### src/vrle_pkg.sv
`default_nettype none
// ----------------------------------------------------------------------------
// vrle_pkg: shared definitions for the voxel run-length group decoder
// Widths, format constants and the coordinate bundle used across modules.
// ----------------------------------------------------------------------------
package vrle_pkg;

  localparam int unsigned LG_W    = 3;
  localparam int unsigned IDX_W   = 15;
  localparam int unsigned COORD_W = 16;
  localparam int unsigned LEFT_W  = 9;

  localparam logic [LG_W-1:0] MAX_NODE_LOG2 = 3'd5;
  localparam logic [7:0]      REPEAT_MARK   = 8'h80;

  typedef struct packed {
    logic [COORD_W-1:0] x;
    logic [COORD_W-1:0] y;
    logic [COORD_W-1:0] z;
  } vrle_coord_t;

endpackage
`default_nettype wire

### src/vrle_req_if.sv
`default_nettype none
// ----------------------------------------------------------------------------
// vrle_req_if: request channel of the voxel run-length group decoder
// Valid/ready channel carrying one coded byte or one patch start.
// ----------------------------------------------------------------------------
interface vrle_req_if;
  logic        valid;
  logic        ready;
  logic        req_type;
  logic [7:0]  data_byte;
  logic [15:0] origin_x;
  logic [15:0] origin_y;
  logic [15:0] origin_z;

  modport source (
    output valid, req_type, data_byte, origin_x, origin_y, origin_z,
    input  ready
  );
  modport sink (
    input  valid, req_type, data_byte, origin_x, origin_y, origin_z,
    output ready
  );
endinterface
`default_nettype wire

### src/vrle_run_if.sv
`default_nettype none
// ----------------------------------------------------------------------------
// vrle_run_if: run channel of the voxel run-length group decoder
// Valid/ready channel carrying one decoded run with its start coordinates.
// ----------------------------------------------------------------------------
interface vrle_run_if;
  logic               valid;
  logic               ready;
  logic signed [7:0]  run_texture;
  logic signed [7:0]  run_value;
  logic [7:0]         run_length;
  logic [14:0]        start_index;
  logic [15:0]        voxel_x;
  logic [15:0]        voxel_y;
  logic [15:0]        voxel_z;

  modport source (
    output valid, run_texture, run_value, run_length, start_index,
           voxel_x, voxel_y, voxel_z,
    input  ready
  );
  modport sink (
    input  valid, run_texture, run_value, run_length, start_index,
           voxel_x, voxel_y, voxel_z,
    output ready
  );
endinterface
`default_nettype wire

### src/vrle_coord.sv
`default_nettype none
// ----------------------------------------------------------------------------
// vrle_coord: voxel index to absolute coordinates
// Splits a linear patch index by the node size and adds the patch origin.
// ----------------------------------------------------------------------------
module vrle_coord (
  input  wire logic [vrle_pkg::IDX_W-1:0] idx_i,
  input  wire logic [vrle_pkg::LG_W-1:0]  lg_i,
  input  wire vrle_pkg::vrle_coord_t      origin_i,
  output      vrle_pkg::vrle_coord_t      pos_o
);

  logic [vrle_pkg::LG_W-1:0]  lg;
  logic [vrle_pkg::LG_W:0]    sh2;
  logic [vrle_pkg::IDX_W-1:0] mask;
  logic [vrle_pkg::IDX_W-1:0] px;
  logic [vrle_pkg::IDX_W-1:0] py;
  logic [vrle_pkg::IDX_W-1:0] pz;

  assign lg   = (lg_i > vrle_pkg::MAX_NODE_LOG2) ? vrle_pkg::MAX_NODE_LOG2 : lg_i;
  assign sh2  = {lg, 1'b0};
  assign mask = (vrle_pkg::IDX_W'(1) << lg) - vrle_pkg::IDX_W'(1);
  assign px   = idx_i >> sh2;
  assign py   = (idx_i >> lg) & mask;
  assign pz   = idx_i & mask;

  assign pos_o.x = origin_i.x + {1'b0, px};
  assign pos_o.y = origin_i.y + {1'b0, py};
  assign pos_o.z = origin_i.z + {1'b0, pz};

endmodule
`default_nettype wire

### src/voxel_rle_group_decoder.sv
// Decodes a two-level run-length coded voxel byte stream, one request per
// clock cycle: the parser state advances in the cycle a request is accepted,
// and a run, if the byte completes one, appears in the output register on the
// next cycle. The output register alone sets the rate; the request side stalls
// only while a run is held there and the run side is not ready.
`default_nettype none
// ----------------------------------------------------------------------------
// voxel_rle_group_decoder: two-level run-length voxel decoder
// Parses group headers, counts, values and repeats into runs with coordinates.
// ----------------------------------------------------------------------------
module voxel_rle_group_decoder (
  input  wire logic                      clk_i,
  input  wire logic                      rst_ni,
  input  wire logic                      cfg_we_i,
  input  wire logic [vrle_pkg::LG_W-1:0] cfg_wdata_i,
  vrle_req_if.sink                       req_i,
  vrle_run_if.source                     run_o
);

  localparam logic [2:0] PH_HEADER  = 3'd0;
  localparam logic [2:0] PH_SINGLE  = 3'd1;
  localparam logic [2:0] PH_COUNT   = 3'd2;
  localparam logic [2:0] PH_PAYLOAD = 3'd3;
  localparam logic [2:0] PH_REPEAT  = 3'd4;

  logic [vrle_pkg::LG_W-1:0]   lg_q;
  logic [2:0]                  phase_q, phase_d;
  logic [vrle_pkg::LEFT_W-1:0] left_q, left_d;
  logic [7:0]                  tex_q, tex_d;
  logic [7:0]                  last_q, last_d;
  logic [vrle_pkg::IDX_W-1:0]  cnt_q, cnt_d;
  vrle_pkg::vrle_coord_t       origin_q, origin_d;

  logic                        emit;
  logic [7:0]                  emit_val;
  logic [7:0]                  emit_len;
  logic                        in_acc;
  logic [7:0]                  b;
  vrle_pkg::vrle_coord_t       pos;

  logic                        run_vld_q;
  logic [7:0]                  run_tex_q;
  logic [7:0]                  run_val_q;
  logic [7:0]                  run_len_q;
  logic [vrle_pkg::IDX_W-1:0]  run_idx_q;
  vrle_pkg::vrle_coord_t       run_pos_q;

  assign b           = req_i.data_byte;
  assign req_i.ready = !run_vld_q || run_o.ready;
  assign in_acc      = req_i.valid && req_i.ready;

  always_comb begin
    phase_d  = phase_q;
    left_d   = left_q;
    tex_d    = tex_q;
    last_d   = last_q;
    origin_d = origin_q;
    emit     = 1'b0;
    emit_val = b;
    emit_len = 8'd1;
    if (req_i.req_type) begin
      phase_d    = PH_HEADER;
      left_d     = '0;
      tex_d      = '0;
      last_d     = '0;
      origin_d.x = req_i.origin_x;
      origin_d.y = req_i.origin_y;
      origin_d.z = req_i.origin_z;
    end else begin
      unique case (phase_q)
        PH_HEADER: begin
          if (b[7]) begin
            tex_d   = ~b;
            phase_d = PH_COUNT;
          end else begin
            tex_d   = b - 8'd1;
            phase_d = PH_SINGLE;
          end
        end
        PH_SINGLE: begin
          last_d  = b;
          emit    = 1'b1;
          phase_d = PH_HEADER;
        end
        PH_COUNT: begin
          left_d  = {1'b0, b} + 9'd1;
          phase_d = PH_PAYLOAD;
        end
        PH_PAYLOAD: begin
          if (b == vrle_pkg::REPEAT_MARK) begin
            phase_d = PH_REPEAT;
          end else begin
            last_d  = b;
            emit    = 1'b1;
            left_d  = (left_q != '0) ? left_q - 9'd1 : '0;
            phase_d = (left_d != '0) ? PH_PAYLOAD : PH_HEADER;
          end
        end
        PH_REPEAT: begin
          emit     = 1'b1;
          emit_val = last_q;
          emit_len = b;
          left_d   = (left_q >= 9'd2) ? left_q - 9'd2 : '0;
          phase_d  = (left_d != '0) ? PH_PAYLOAD : PH_HEADER;
        end
        default: begin
          phase_d = PH_HEADER;
        end
      endcase
    end
  end

  always_comb begin
    if (req_i.req_type) begin
      cnt_d = '0;
    end else if (emit) begin
      cnt_d = cnt_q + {7'd0, emit_len};
    end else begin
      cnt_d = cnt_q;
    end
  end

  vrle_coord u_coord (
    .idx_i    (cnt_q),
    .lg_i     (lg_q),
    .origin_i (origin_q),
    .pos_o    (pos)
  );

  always_ff @(posedge clk_i or negedge rst_ni) begin
    if (!rst_ni) begin
      lg_q <= 3'd4;
    end else if (cfg_we_i) begin
      lg_q <= cfg_wdata_i;
    end
  end

  always_ff @(posedge clk_i or negedge rst_ni) begin
    if (!rst_ni) begin
      phase_q  <= PH_HEADER;
      left_q   <= '0;
      tex_q    <= '0;
      last_q   <= '0;
      cnt_q    <= '0;
      origin_q <= '0;
    end else if (in_acc) begin
      phase_q  <= phase_d;
      left_q   <= left_d;
      tex_q    <= tex_d;
      last_q   <= last_d;
      cnt_q    <= cnt_d;
      origin_q <= origin_d;
    end
  end

  always_ff @(posedge clk_i or negedge rst_ni) begin
    if (!rst_ni) begin
      run_vld_q <= 1'b0;
    end else if (in_acc) begin
      run_vld_q <= emit;
    end else if (run_o.ready) begin
      run_vld_q <= 1'b0;
    end
  end

  always_ff @(posedge clk_i) begin
    if (in_acc && emit) begin
      run_tex_q <= tex_q;
      run_val_q <= emit_val;
      run_len_q <= emit_len;
      run_idx_q <= cnt_q;
      run_pos_q <= pos;
    end
  end

  assign run_o.valid       = run_vld_q;
  assign run_o.run_texture = run_tex_q;
  assign run_o.run_value   = run_val_q;
  assign run_o.run_length  = run_len_q;
  assign run_o.start_index = run_idx_q;
  assign run_o.voxel_x     = run_pos_q.x;
  assign run_o.voxel_y     = run_pos_q.y;
  assign run_o.voxel_z     = run_pos_q.z;

`ifndef SYNTHESIS
  a_payload_left: assert property (@(posedge clk_i) disable iff (!rst_ni)
    phase_q == PH_PAYLOAD |-> left_q != '0)
    else $error("payload phase with no payload slots left");

  a_patch_clear: assert property (@(posedge clk_i) disable iff (!rst_ni)
    in_acc && req_i.req_type |=> phase_q == PH_HEADER && cnt_q == '0)
    else $error("patch start did not clear the parser");

  a_single_run: assert property (@(posedge clk_i) disable iff (!rst_ni)
    in_acc && !req_i.req_type && phase_q == PH_SINGLE
      |=> run_o.valid && run_o.run_length == 8'd1)
    else $error("single value did not produce a run of length one");
`endif

endmodule
`default_nettype wire
### src/flat_wrapper.sv
// flat-port wrapper written by rule: the top's interface ports become plain ports
module voxel_rle_group_decoder_flat 
  (clk_i, rst_ni, cfg_we_i, cfg_wdata_i, req_i_valid, req_i_req_type, req_i_data_byte, req_i_origin_x, req_i_origin_y, req_i_origin_z, req_i_ready, run_o_valid, run_o_run_texture, run_o_run_value, run_o_run_length, run_o_start_index, run_o_voxel_x, run_o_voxel_y, run_o_voxel_z, run_o_ready);
  vrle_req_if req_i_i ();
  vrle_run_if run_o_i ();
  input  wire logic clk_i;
  input  wire logic rst_ni;
  input  wire logic cfg_we_i;
  input  wire logic [vrle_pkg::LG_W-1:0] cfg_wdata_i;
  input wire logic [$bits(req_i_i.valid)-1:0] req_i_valid;
  input wire logic [$bits(req_i_i.req_type)-1:0] req_i_req_type;
  input wire logic [$bits(req_i_i.data_byte)-1:0] req_i_data_byte;
  input wire logic [$bits(req_i_i.origin_x)-1:0] req_i_origin_x;
  input wire logic [$bits(req_i_i.origin_y)-1:0] req_i_origin_y;
  input wire logic [$bits(req_i_i.origin_z)-1:0] req_i_origin_z;
  output wire logic [$bits(req_i_i.ready)-1:0] req_i_ready;
  output wire logic [$bits(run_o_i.valid)-1:0] run_o_valid;
  output wire logic [$bits(run_o_i.run_texture)-1:0] run_o_run_texture;
  output wire logic [$bits(run_o_i.run_value)-1:0] run_o_run_value;
  output wire logic [$bits(run_o_i.run_length)-1:0] run_o_run_length;
  output wire logic [$bits(run_o_i.start_index)-1:0] run_o_start_index;
  output wire logic [$bits(run_o_i.voxel_x)-1:0] run_o_voxel_x;
  output wire logic [$bits(run_o_i.voxel_y)-1:0] run_o_voxel_y;
  output wire logic [$bits(run_o_i.voxel_z)-1:0] run_o_voxel_z;
  input wire logic [$bits(run_o_i.ready)-1:0] run_o_ready;
  assign req_i_i.valid = req_i_valid;
  assign req_i_i.req_type = req_i_req_type;
  assign req_i_i.data_byte = req_i_data_byte;
  assign req_i_i.origin_x = req_i_origin_x;
  assign req_i_i.origin_y = req_i_origin_y;
  assign req_i_i.origin_z = req_i_origin_z;
  assign req_i_ready = req_i_i.ready;
  assign run_o_valid = run_o_i.valid;
  assign run_o_run_texture = run_o_i.run_texture;
  assign run_o_run_value = run_o_i.run_value;
  assign run_o_run_length = run_o_i.run_length;
  assign run_o_start_index = run_o_i.start_index;
  assign run_o_voxel_x = run_o_i.voxel_x;
  assign run_o_voxel_y = run_o_i.voxel_y;
  assign run_o_voxel_z = run_o_i.voxel_z;
  assign run_o_i.ready = run_o_ready;
  voxel_rle_group_decoder u_core (.clk_i(clk_i), .rst_ni(rst_ni), .cfg_we_i(cfg_we_i), .cfg_wdata_i(cfg_wdata_i), .req_i(req_i_i), .run_o(run_o_i));
endmodule
### config.mk
export PLATFORM = sky130hd
export DESIGN_NAME = voxel_rle_group_decoder_flat
export DESIGN_NICKNAME = d
export VERILOG_FILES = /design/src/vrle_pkg.sv /design/src/vrle_req_if.sv /design/src/vrle_run_if.sv /design/src/vrle_coord.sv /design/src/voxel_rle_group_decoder.sv /design/src/flat_wrapper.sv
export SDC_FILE = /design/constraint.sdc
export NUM_CORES = 1
export LEC_CHECK = 0
export BUFFER_PORTS_ARGS = -buffer_cell sky130_fd_sc_hd__buf_2
export CAP_MARGIN = 5
export CELL_PAD_IN_SITES_DETAIL_PLACEMENT = 0
export CELL_PAD_IN_SITES_GLOBAL_PLACEMENT = 1
export CORE_MARGIN = 4
export CORE_UTILIZATION = 41
export CTS_CLUSTER_SIZE = 16
export DETAILED_ROUTE_END_ITERATION = 8
export HOLD_SLACK_MARGIN = 0.02
export PLACE_DENSITY_LB_ADDON = 0.1
export SLEW_MARGIN = 5
export SYNTH_ARGS = -nofsm -noshare
export SYNTH_HDL_FRONTEND = slang
export SYNTH_SLANG_ARGS = --single-unit
### constraint.sdc
create_clock -name clk_i -period 3.95 [get_ports clk_i]
set_clock_uncertainty 0.2 [all_clocks]
set_input_delay 0.395 -clock clk_i [delete_from_list [all_inputs] [get_ports clk_i]]
set_output_delay 0.395 -clock clk_i [all_outputs]
set_load 0.005 [all_outputs]
==> metrics.yaml <==
routabilityCongestion: 0.893
rows: 58
syn_area_per_cell_sq_um: 10.4
ys_seq_elements: 182
synth_top_family_by_area: "compound AO/OA/AOI/OAI gates"
syn-cell-area_sq_um: 10600
combPwrFrac_pct: 30.7
endpoint_kind: "flop"
area_growth_pct: 23.5
synth_edf_count: 87
status: "complete, no violations"
ctsRootBufferMaster: "clkbuf_16"
cts_tree: "yes"
port_buffers: 153
dr.first_iter.drc_count: 606
drc: 0
grt_max_degree: 71
clockBufferDepth: 2
hold_path_class: "in2reg"
yosys.area_share.simple_pct: 14.2
rsz0062_at_grt: "no"
placed_area_sq_um: 12000
p_switching_mw: 2.11
detail_route.vias_per_cell: 5.32
clock-sinks: 182
dieArea_sq_um: 28600
p_leak_nw: 5.57
wl_per_cell_um: 17.7
routed_wl_um: 28200
antenna_found_initial: 1
seqPwrFrac_pct: 41.0
setup_tns_ns: 0
synth.distinct_cells: 77
hpwlAfterDp_um: 20500
grt_pass1_wl_um: 45100
vias: 8467
muxShareOfSynthArea_pct: 7.59
pwr-share-clk_pct: 28.3
internal_power_mw: 4.10
powerDensity_nw_per_um2: 473
max_slew_margin_pct: 32.8
synth_xor_area_share_pct: 4.29
ioPinCount: 154
postCtsSetupRepairBufs: 0
synth_compound_area_share_pct: 16.1
fin_crit_ns: 3.74
clk_pin_slew_worst_paths_ns: 0.08
setup_viol: 0
cts_inserted_buffers: 17
synth_cells: 1019
yosys_warnings: 0
layout.nets: 1379
async_flop_share_pct: 52.2
firstDrtPassIters: 5
hold_viol: 0
yosysSeqAreaShare_pct: 47.0
core_sq_um: 25300
worstSetupPathType: "reg2reg"
grt-ovfl-total: 0
startpoint_type: "flop"
arrival_ns: 3.71
finalCritPeriodShare_pct: 94.6
slew_viol_final: 0
htree_levels: 4
switching_share_pct: 34.0
required_ns: 3.93
cap_violations: 0
die_w_um: 169
dieHeight_um: 169
ir_worst_vdd_uv: 302
grt_usage_pct: 19.7
synth_ff_type: "dfrtp_1"
final_antenna_net_count: 0
synth_adder_area_share_pct: 7.82
path_max_fanout: 12
diodes: 0
max_slew.worst_pin.slew_ns: 1.01
drive_gt1_share_pct: 24.2
fmax_mhz: 268
grt_pass1_vias: 8307
initial_core_util_pct: 42.0
fin_area_sq_um: 13100
clkLatencyLatePin_ns: 0.43
==> cell usage after synthesis, drive strengths merged (3+ instances only) <==
cell | count | share of area, %
clkbuf | 31 | 1.1
nand3b | 4 | 0.28
a311o | 4 | 0.38
ha | 60 | 7.1
o22ai | 9 | 0.53
buf | 11 | 0.59
a21oi | 59 | 2.8
nand2b | 11 | 0.65
xnor2 | 34 | 2.8
xor2 | 18 | 1.5
nor3b | 5 | 0.40
mux2 | 57 | 6.0
fa | 4 | 0.75
nand3 | 27 | 1.3
nand2 | 90 | 3.2
a311oi | 4 | 0.33
nor4 | 6 | 0.35
and2 | 13 | 0.77
or2 | 3 | 0.18
inv | 38 | 1.4
a211oi | 17 | 1.2
mux2i | 12 | 1.1
or3 | 4 | 0.24
a31oi | 9 | 0.53
o21a | 8 | 0.57
o31a | 3 | 0.25
o211ai | 11 | 0.78
nor2 | 78 | 2.8
o31ai | 9 | 0.77
a21o | 11 | 0.78
edfxtp | 87 | 25
o21ai | 72 | 3.5
and3 | 6 | 0.35
nor2b | 19 | 1.1
a211o | 5 | 0.41
nor3 | 28 | 1.3
nand4 | 6 | 0.35
a22o | 4 | 0.34
o21bai | 5 | 0.35
dfrtp | 94 | 22
a221oi | 6 | 0.49
==> power by group through the flow <==
stage,clock network (mW),logic [mW],registers (mW)
final,1.76,1.91,2.55
after global routing,1.90,2.14,2.59
after CTS,1.82,1.89,2.55
after detailed placement,0,1.85,2.58
after global placement,0,1.83,2.58
after floorplan,0,1.37,2.51
==> registers in the layout, summed over array words and instances, names as in the netlist, 3 cells and up <==
signal,count
u_core.cnt_q,15
u_core.run_o.start_index,15
u_core.run_o.run_length,8
u_core.tex_q,8
u_core.run_o.voxel_z,16
u_core.lg_q,3
u_core.run_o.run_value,8
u_core.left_q,9
u_core.run_o.voxel_x,16
u_core.run_o.run_texture,8
u_core.last_q,8
u_core.origin_q,48
u_core.run_o.voxel_y,16
u_core.phase_q,3
==> per-layer routing <==
layer	global-route usage [%]	up-vias	wire [um]
met3	3.81	15	1500
met5	0	-	7
met2	30.8	203	12800
met1	29.1	4014	13700
met4	3.26	2	208
li1	-	4233	-
==> through the flow <==
step	instances	power [mW]	utilization [%]	hold slack (ns)	worst slack (ns)
after floorplan	1032	3.88	-	-0.101	0.00646
after global placement	1510	4.42	47.3	0.236	0.222
after detailed placement	1510	4.43	47.3	0.241	0.155
after CTS	1593	6.26	51.7	0.0219	0.126
after global routing	1593	6.63	51.8	0.0266	0.0272
final	1593	6.21	51.8	0.0471	0.214
==> cells in the final DEF, fill, tap and decap left out, types with 9 or more instances in the layout <==
cell and instances:
a211oi_1 17, a21o_1 11, a21oi_1 58, a31oi_1 9, and2_1 13, buf_2 152, buf_4 37, clkbuf_16 17
conb_1 14, dfrtp_1 93, dlygate4sd3_1 51, edfxtp_1 87, ha_1 58, inv_1 37, mux2_2 57, mux2i_1 12
nand2_1 89, nand2b_1 11, nand3_1 27, nor2_1 77, nor2b_1 19, nor3_1 28, o211ai_1 11, o21ai_0 65
o22ai_1 9, xnor2_1 34, xor2_1 18
==> kinds of logic (layout without fill, tap and decap cells) <==
group,count (synthesis),after routing
mux,71,71
other cells,1,14
flops,182,182
fa+ha+maj,64,64
buf+inv,80,311
simple gates,311,311
compound gates,258,258
xor+xnor,52,52
==> final cells by class <==
cell class                 count  area [sq um]
fill                        2366         12200
clock buffer                  17           425
timing repair buffer         241          1570
inverter                      38           145
clock inverter                15           185
multi-input combinational    770          5400
sequential                   182          4990
tap                          330           413
==> worst paths after layout <==
kind / slack (ns) / to / from / cells past startpoint
min in group asynchronous: 0.48 / u_core.left_q[3] / rst_ni / 2
hold reg to reg: 0.25 / u_core.run_o.run_texture[7] / u_core.tex_q[7] / 0
hold / removal: 0.05 / u_core.origin_q[4] / req_i_origin_z[4] / 2
max in group asynchronous: 2.26 / u_core.origin_q[30] / rst_ni / 3
setup reg to reg: 0.21 / u_core.run_o.voxel_z[14] / u_core.lg_q[0] / 14
setup / recovery: 0.21 / u_core.run_o.voxel_z[14] / u_core.lg_q[0] / 14
==> repair_timing <==
item	4_1_cts	5_1_grt
hold buffers	51	0
hold endpoints to repair	116	0
endpoints found under the setup margin	0	11
gates resized for setup	0	10
==> critical path, stage by stage (launching register included) <==
cell and delay, ns:
dfrtp_2 0.44, buf_12 0.15, or2_2 0.31, nor2_2 0.11, inv_1 0.07, ha_2 0.21
xor2_1 0.16, and2_1 0.17, ha_1 0.32, nor2b_1 0.16, o31a_1 0.27, o31a_1 0.28
o211ai_1 0.23, nand2_1 0.12, a211o_1 0.29
Power figures use the tool's default switching activity.
